==> config.mk <==
export PLATFORM = sky130hd
export DESIGN_NAME = chb_ctrl
export DESIGN_NICKNAME = d
export VERILOG_FILES = /design/src/hw/rtl/chb_pkg.sv /design/src/hw/rtl/chb_ctrl.sv
export SDC_FILE = /design/constraint.sdc
export NUM_CORES = 1
export LEC_CHECK = 0
export ABC_AREA = 1
export BUFFER_PORTS_ARGS = -buffer_cell sky130_fd_sc_hd__buf_2
export CORE_AREA = 2 2 39 41
export DETAILED_ROUTE_END_ITERATION = 10
export DIE_AREA = 0 0 41 43
export SLEW_MARGIN = 40
export SYNTH_ARGS = -nofsm -noshare
export SYNTH_HDL_FRONTEND = slang
export SYNTH_SLANG_ARGS = --single-unit
==> constraint.sdc <==
create_clock -name clock -period 1.4 [get_ports clock]
set_input_delay 0.14 -clock clock [delete_from_list [all_inputs] [get_ports clock]]
set_output_delay 0.14 -clock clock [all_outputs]
set_load 0.02 [all_outputs]
==> src/hw/rtl/chb_pkg.sv <==
// Shared types, codes and defaults for the canonical Huffman build/decode block.
// No dependencies; RTL files use scoped names, testbench files import it.
`timescale 1ns / 1ps

package chb_pkg;

   localparam int MAX_ENTRIES_DEF  = 288;
   localparam int MAX_CODE_LEN_DEF = 15;

   localparam int LEN_W     = 4;
   localparam int SYM_W     = 9;
   localparam int CODE_W    = 15;
   localparam int FIRST_W   = 16;
   localparam int LIMIT_W   = 17;
   localparam int LEN_SLOTS = 16;

   localparam logic [2:0] ST_TAKEN    = 3'd0;
   localparam logic [2:0] ST_FOUND    = 3'd1;
   localparam logic [2:0] ST_INVALID  = 3'd2;
   localparam logic [2:0] ST_BUILD_OK = 3'd3;
   localparam logic [2:0] ST_OVERSUB  = 3'd4;

   localparam logic OP_LOAD   = 1'b0;
   localparam logic OP_DECODE = 1'b1;

   typedef struct packed {
      logic             operation;
      logic [SYM_W-1:0] symbol_value;
      logic [LEN_W-1:0] code_length;
      logic             last_entry;
      logic             code_bit;
   } req_type;

   typedef struct packed {
      logic [2:0]       status;
      logic [SYM_W-1:0] symbol;
   } rsp_type;

   // controller -> datapath
   typedef struct packed {
      logic load;
      logic decode;
      logic cnt_rd;
      logic cnt_wr;
      logic first_step;
      logic lim_step;
      logic sort_rd;
      logic sort_wr;
      logic build_out;
      logic dec_out;
   } cmd_type;

   // datapath -> controller
   typedef struct packed {
      logic req_op;
      logic req_last;
      logic idx_last;
      logic first_done;
      logic lim_done;
      logic rsp_free;
   } sts_type;

endpackage

==> src/hw/rtl/chb_ctrl.sv <==
// Sequencer for load, table build passes, decode and result hand-off.
// Depends on chb_pkg (cmd_type, sts_type, OP_DECODE).
`timescale 1ns / 1ps

module chb_ctrl (
   input  logic             clock,
   input  logic             reset,
   input  logic             req_valid,
   output logic             req_stall,
   input  chb_pkg::sts_type sts,
   output chb_pkg::cmd_type cmd
);

   localparam logic [3:0] S_IDLE      = 4'd0;
   localparam logic [3:0] S_CNT_RD    = 4'd1;
   localparam logic [3:0] S_CNT_WR    = 4'd2;
   localparam logic [3:0] S_FIRST     = 4'd3;
   localparam logic [3:0] S_LIMIT     = 4'd4;
   localparam logic [3:0] S_SORT_RD   = 4'd5;
   localparam logic [3:0] S_SORT_WR   = 4'd6;
   localparam logic [3:0] S_BUILD_OUT = 4'd7;
   localparam logic [3:0] S_DEC_OUT   = 4'd8;

   logic [3:0] state_ff;
   logic [3:0] state_in;

   assign req_stall = (state_ff != S_IDLE);

   always_comb begin
      state_in = state_ff;
      cmd      = '0;
      case (state_ff)
         S_IDLE: begin
            if (req_valid) begin
               if (sts.req_op == chb_pkg::OP_DECODE) begin
                  cmd.decode = 1'b1;
                  state_in   = S_DEC_OUT;
               end else begin
                  cmd.load = 1'b1;
                  if (sts.req_last) begin
                     state_in = S_CNT_RD;
                  end
               end
            end
         end
         S_CNT_RD: begin
            cmd.cnt_rd = 1'b1;
            state_in   = S_CNT_WR;
         end
         S_CNT_WR: begin
            cmd.cnt_wr = 1'b1;
            state_in   = sts.idx_last ? S_FIRST : S_CNT_RD;
         end
         S_FIRST: begin
            cmd.first_step = 1'b1;
            if (sts.first_done) begin
               state_in = S_LIMIT;
            end
         end
         S_LIMIT: begin
            cmd.lim_step = 1'b1;
            if (sts.lim_done) begin
               state_in = S_SORT_RD;
            end
         end
         S_SORT_RD: begin
            cmd.sort_rd = 1'b1;
            state_in    = S_SORT_WR;
         end
         S_SORT_WR: begin
            cmd.sort_wr = 1'b1;
            state_in    = sts.idx_last ? S_BUILD_OUT : S_SORT_RD;
         end
         S_BUILD_OUT: begin
            if (sts.rsp_free) begin
               cmd.build_out = 1'b1;
               state_in      = S_IDLE;
            end
         end
         S_DEC_OUT: begin
            if (sts.rsp_free) begin
               cmd.dec_out = 1'b1;
               state_in    = S_IDLE;
            end
         end
         default: begin
            state_in = S_IDLE;
         end
      endcase
   end

   always_ff @(posedge clock) begin
      if (reset) begin
         state_ff <= S_IDLE;
      end else begin
         state_ff <= state_in;
      end
   end

endmodule

Yosys cells after proc, flatten, opt, wreduce, memory -nomap -nowiden

Cells that the tools add are included.

Bits in registers: 4
Input port bits: 9
Output and inout bits: 11
Logic and storage cells: 40

Eq/ne operators: 13
Multiplexer cells: 22
Reduce and logical (&&, ||, !) cells: 4

Operator list:

| kind                 | count |
|---|---|
| $pmux W4 S8          | 1 |
| $mux W4              | 6 |
| $eq A4 B3 Y1 const B | 4 |
| $mux W1              | 11 |
| $eq A4 B2 Y1 const B | 2 |
| $mux W2              | 4 |
| $ne A2 B2 Y1 const B | 3 |
| $reduce_and A5 Y1    | 1 |
| $eq A4 B1 Y1 const B | 1 |
| $eq A4 B4 Y1 const B | 1 |
| $logic_not A4 Y1     | 1 |
| $reduce_bool A4 Y1   | 1 |
| $ne A3 B3 Y1 const B | 1 |
| $ne A2 B1 Y1 const B | 1 |
| $reduce_or A2 Y1     | 1 |

Logic depth before layout (Yosys ltp)

Depth after elaboration: 4
Gate-level depth with buffers: 9
Mapped depth without buffers: 9

Worst setup path after synthesis

Ideal clock, no wire load.

Path kind: reg2out
From: reg state_ff[3]
To: out cmd[8] (netlist name)
Arrival: 1145 ps
Required time: 1260 ps
Setup slack: 115 ps
Stages on the path, launching flop included: 6
Path buffers: 0
Path through: dfxtp_1 -> nor2_2 -> inv_2 -> nor3_2 -> nand2_1 -> nor2_1

RTL lines:

| element                  | line           | RTL |
|---|---|---|
| start: declaration       | chb_ctrl.sv:24 | `logic [3:0] state_ff;` |
| start signal: assignment | chb_ctrl.sv:96 | `state_ff <= state_in;` |
| end: declaration         | chb_ctrl.sv:11 | `output chb_pkg::cmd_type cmd` |

==> results summary <==
The run finished with clean final reports. The number of hold violations in the final report is 0. In the final layout, the registers with the most flip-flops are state_ff: 4 flops.

In this run the worst hold path is classified as input pin to flop. Of the available clock period, the critical path in the final layout requires 0.994. The tightest hold margin came out at 0.174 ns. After detailed routing, the number of vias per cell comes to 4.41. The remaining max-slew budget at the tightest pin came out at 0.884. The switching component of the power is 0.847 mW. In this design, the stage delay of the slowest critical-path cell is 0.34 ns. The first global-routing pass estimated 1580 microns of wire.

The power density relative to cell area is 2650 nW/um^2. The post-CTS clock slew at the launch and capture registers of the worst setup and hold paths is 0.04 ns. The area inside the core boundary is 1380 sq um.

The via count of the first global-routing pass is 421. CTS saw 4 sinks. In this run the number of H-tree levels came out at 1. The total of max-cap violations is 0. The leakage power total came out at 0.357 nW. The proportion of synthesized flip-flops having asynchronous set or reset is 0. Of the total power, registers draw 0.185. At the end of routability-driven placement, the weighted congestion stood at 0.789. The clock power share came out at 0.087. The total die area is 1760 sq um. In this run, post-CTS hold repair placed 0 buffers.

The area share of the leading cell type in the synthesized netlist came out at 0.196. The number of warnings reported in the yosys synthesis log is 0. The most frequent cell after synthesis is nor2_1.

The die is 41 microns wide. The most critical setup path has its startpoint at state_ff[3]. The number of register bits inferred by synthesis is 4. The critical path goes through nor2_4 -> inv_2 -> nor3_4 -> nand2_1 -> nor2_1 -> buf_4. For this run, the post-layout net count is 109. The starting density of the core is 0.295. The capturing element type of the critical path is a primary output.

The final core utilization came out at 0.437. Counting I/O delays and the setup requirement, the final critical path takes 1.39 ns. Counting every instance in the synthesized netlist gives 72. The floorplan row count is 14. The library cell with the largest summed area after synthesis is dfxtp_1.

Ranked by flip-flop count, first place goes to state_ff. The overall global routing resource usage came out at 0.132. The unique cell type count in the Yosys netlist is 16. The register with the most flip-flops in the layout has 4 of them. The maximum vdd ir drop came out at 0.981 mV.

The number of DRC markers after the initial detailed-route iteration came out at 4. The total overflow left after global routing is 0. The worst clock skew is 0.000378 ns.

At the pin with the least slew margin, the transition time is 0.172 ns. The cell-internal power came out at 0.757 mW. The highest fanout seen on the critical path came out at 5. Yosys mapped a number of flops with a built-in enable equal to 0.

Of the synthesized area, sequential elements account for 0.196. Relative to the synthesized area, the layout overhead comes to 48.2%. TritonCTS built the clock tree. The half-perimeter wire length after placement is 844 microns. The wire length reported by the detailed router came out at 1020 microns. The maximum count of clock buffers along a single path came out at 2. The final-report setup violation count is 0. The count of antenna-violating nets left after detailed routing is 0.

For the worst setup path, the data arrival time is 1.25 ns. The number of remaining DRC errors is 0. In this run the tool buffered the top-level ports with 19 buffer cells.

The fill cell instance count of the final layout came out at 168. The footprint of the multi-input gates is 288 sq um. Counting instances in the post-synthesis netlist gives the leading cell types as nor2_1 (14), nand2_1 (13), inv_1 (12), nand3_1 (6). The height of the die came out at 43 microns.

The top-level port count is 20. The synthesized cell area is 408 sq um. Yosys attributes the largest share of cell area to dfxtp_1 (20%), nor2_1 (13%), nand2_1 (12%). The detailed-route via count came out at 503. The footprint of the flip-flops and latches came out at 87.6 sq um. STA classifies the critical path startpoint as a flop. The combinational share of power is 0.728.

The number of buffers created by CTS came out at 3. After detailed routing, the average wire length per cell comes to 8.98 microns. The largest net degree at the start of global routing came out at 7. The worst register-to-register path begins at state_ff[0]. The slowest stage cell on the critical path is dfxtp_2. The clock latency of the later-clocked register in the worst-skew pair came out at 0.23 ns. The fraction of power spent switching nets came out at 0.528. The max-slew violation count came out at 0.

In the final layout, the share of cells above drive strength 1 is 0.469. The antenna diode instance count is 0. The mean instance size in the synthesized netlist came out at 5.67 sq um. The start point of the worst min-delay path is reset.

The number of nets in the synthesized netlist is 81. The number of antenna violations at the first check in global routing came out at 0. The critical path is of the flop to primary output type. The clock tree root buffer cell is clkbuf_4. For this run, the leading register cell type out of synthesis is dfxtp_1. The overall power after layout is 1.60 mW. At the worst endpoint, the required time is 1.26 ns. For this run, the top clock speed supported by timing is 0.719 GHz. The pre-antenna-repair detailed-routing pass consisted of 4 iterations. Setup repair after global routing could not meet its margin everywhere.
==> final timing paths <==
| kind | to | slack, ns | cells past startpoint |
|---|---|---|---|
| worst max-delay path | cmd[8] | 0.009 | 6 |
| worst min-delay path | state_ff[2] | 0.17 | 4 |
| worst max register to register | state_ff[1] | 0.10 | 8 |
| worst min register to register | state_ff[2] | 0.53 | 2 |
==> cell families (layout without fill, tap and decap cells) <==
logic type,Yosys count,count (layout),synth area share
buffers and inverters,15,41,0.138
DFF,4,4,0.196
and+or+nand+nor,48,48,0.595
AOI/OAI and AO/OA,5,5,0.0705
==> power by group through the flow <==
stage | clock network (mW) | logic (mW) | registers, mW
3_3_place_gp | 0 | 1.06 | 0.250
2_1_floorplan | 0 | 0.790 | 0.241
5_1_grt | 0.157 | 1.31 | 0.313
4_1_cts | 0.150 | 1.13 | 0.260
6_report | 0.140 | 1.17 | 0.296
3_5_place_dp | 0 | 1.06 | 0.253
==> cell usage in the layout, fill, tap and decap left out, types with 3 or more instances in the layout <==
cell type / count
buf_2: 17
nor2_1: 14
nand2_1: 13
inv_1: 12
nand3_1: 6
buf_4: 6
nand2_2: 4
nor2_4: 3
inv_2: 3
a21oi_1: 3
clkbuf_4: 3
dfxtp_2: 3
==> layer usage <==
| metal | share of wire | vias up | global-route usage | wire (microns) |
|---|---|---|---|---|
| met2 | 0.49 | 12 | 0.197 | 503 |
| met3 | 0.056 | 2 | 0.0314 | 57 |
| met1 | 0.45 | 216 | 0.161 | 458 |
| li1 | - | 273 | - | - |
| met5 | 0 | - | 0 | 0 |
| met4 | 0.0049 | 0 | 0.0800 | 5 |
==> timing repair <==
| item | 4_1_cts | 5_1_grt |
|---|---|---|
| pin swaps | 1 | 2 |
| resized for setup | 1 | 9 |
| endpoints found under the setup margin | 3 | 8 |
| buffers inserted | 2 | 0 |
==> critical path: cells and delay by family, from the launching register on <==
kind / cells / cell delay, ns
AND/OR/NAND/NOR: 4 / 0.47
flip-flops: 1 / 0.34
buffers and inverters: 2 / 0.22
==> through the flow <==
step	cells	area, sq um	setup slack [ns]	setup TNS, ns
2_1_floorplan	72	408	0.115	0
6_report	114	604	0.00867	0
5_1_grt	114	604	-0.102	-0.140
4_1_cts	114	581	0.0110	0
3_3_place_gp	109	538	0.0898	0
3_5_place_dp	109	538	0.0795	0
==> cell type report <==
cell class	count	share of cell area
multi-input combinational	53	0.476
sequential	4	0.145
timing repair buffer	23	0.215
inverter	15	0.0932
tap	16	0.0331
clock buffer	3	0.0373
(Power assumes the default switching activity.)
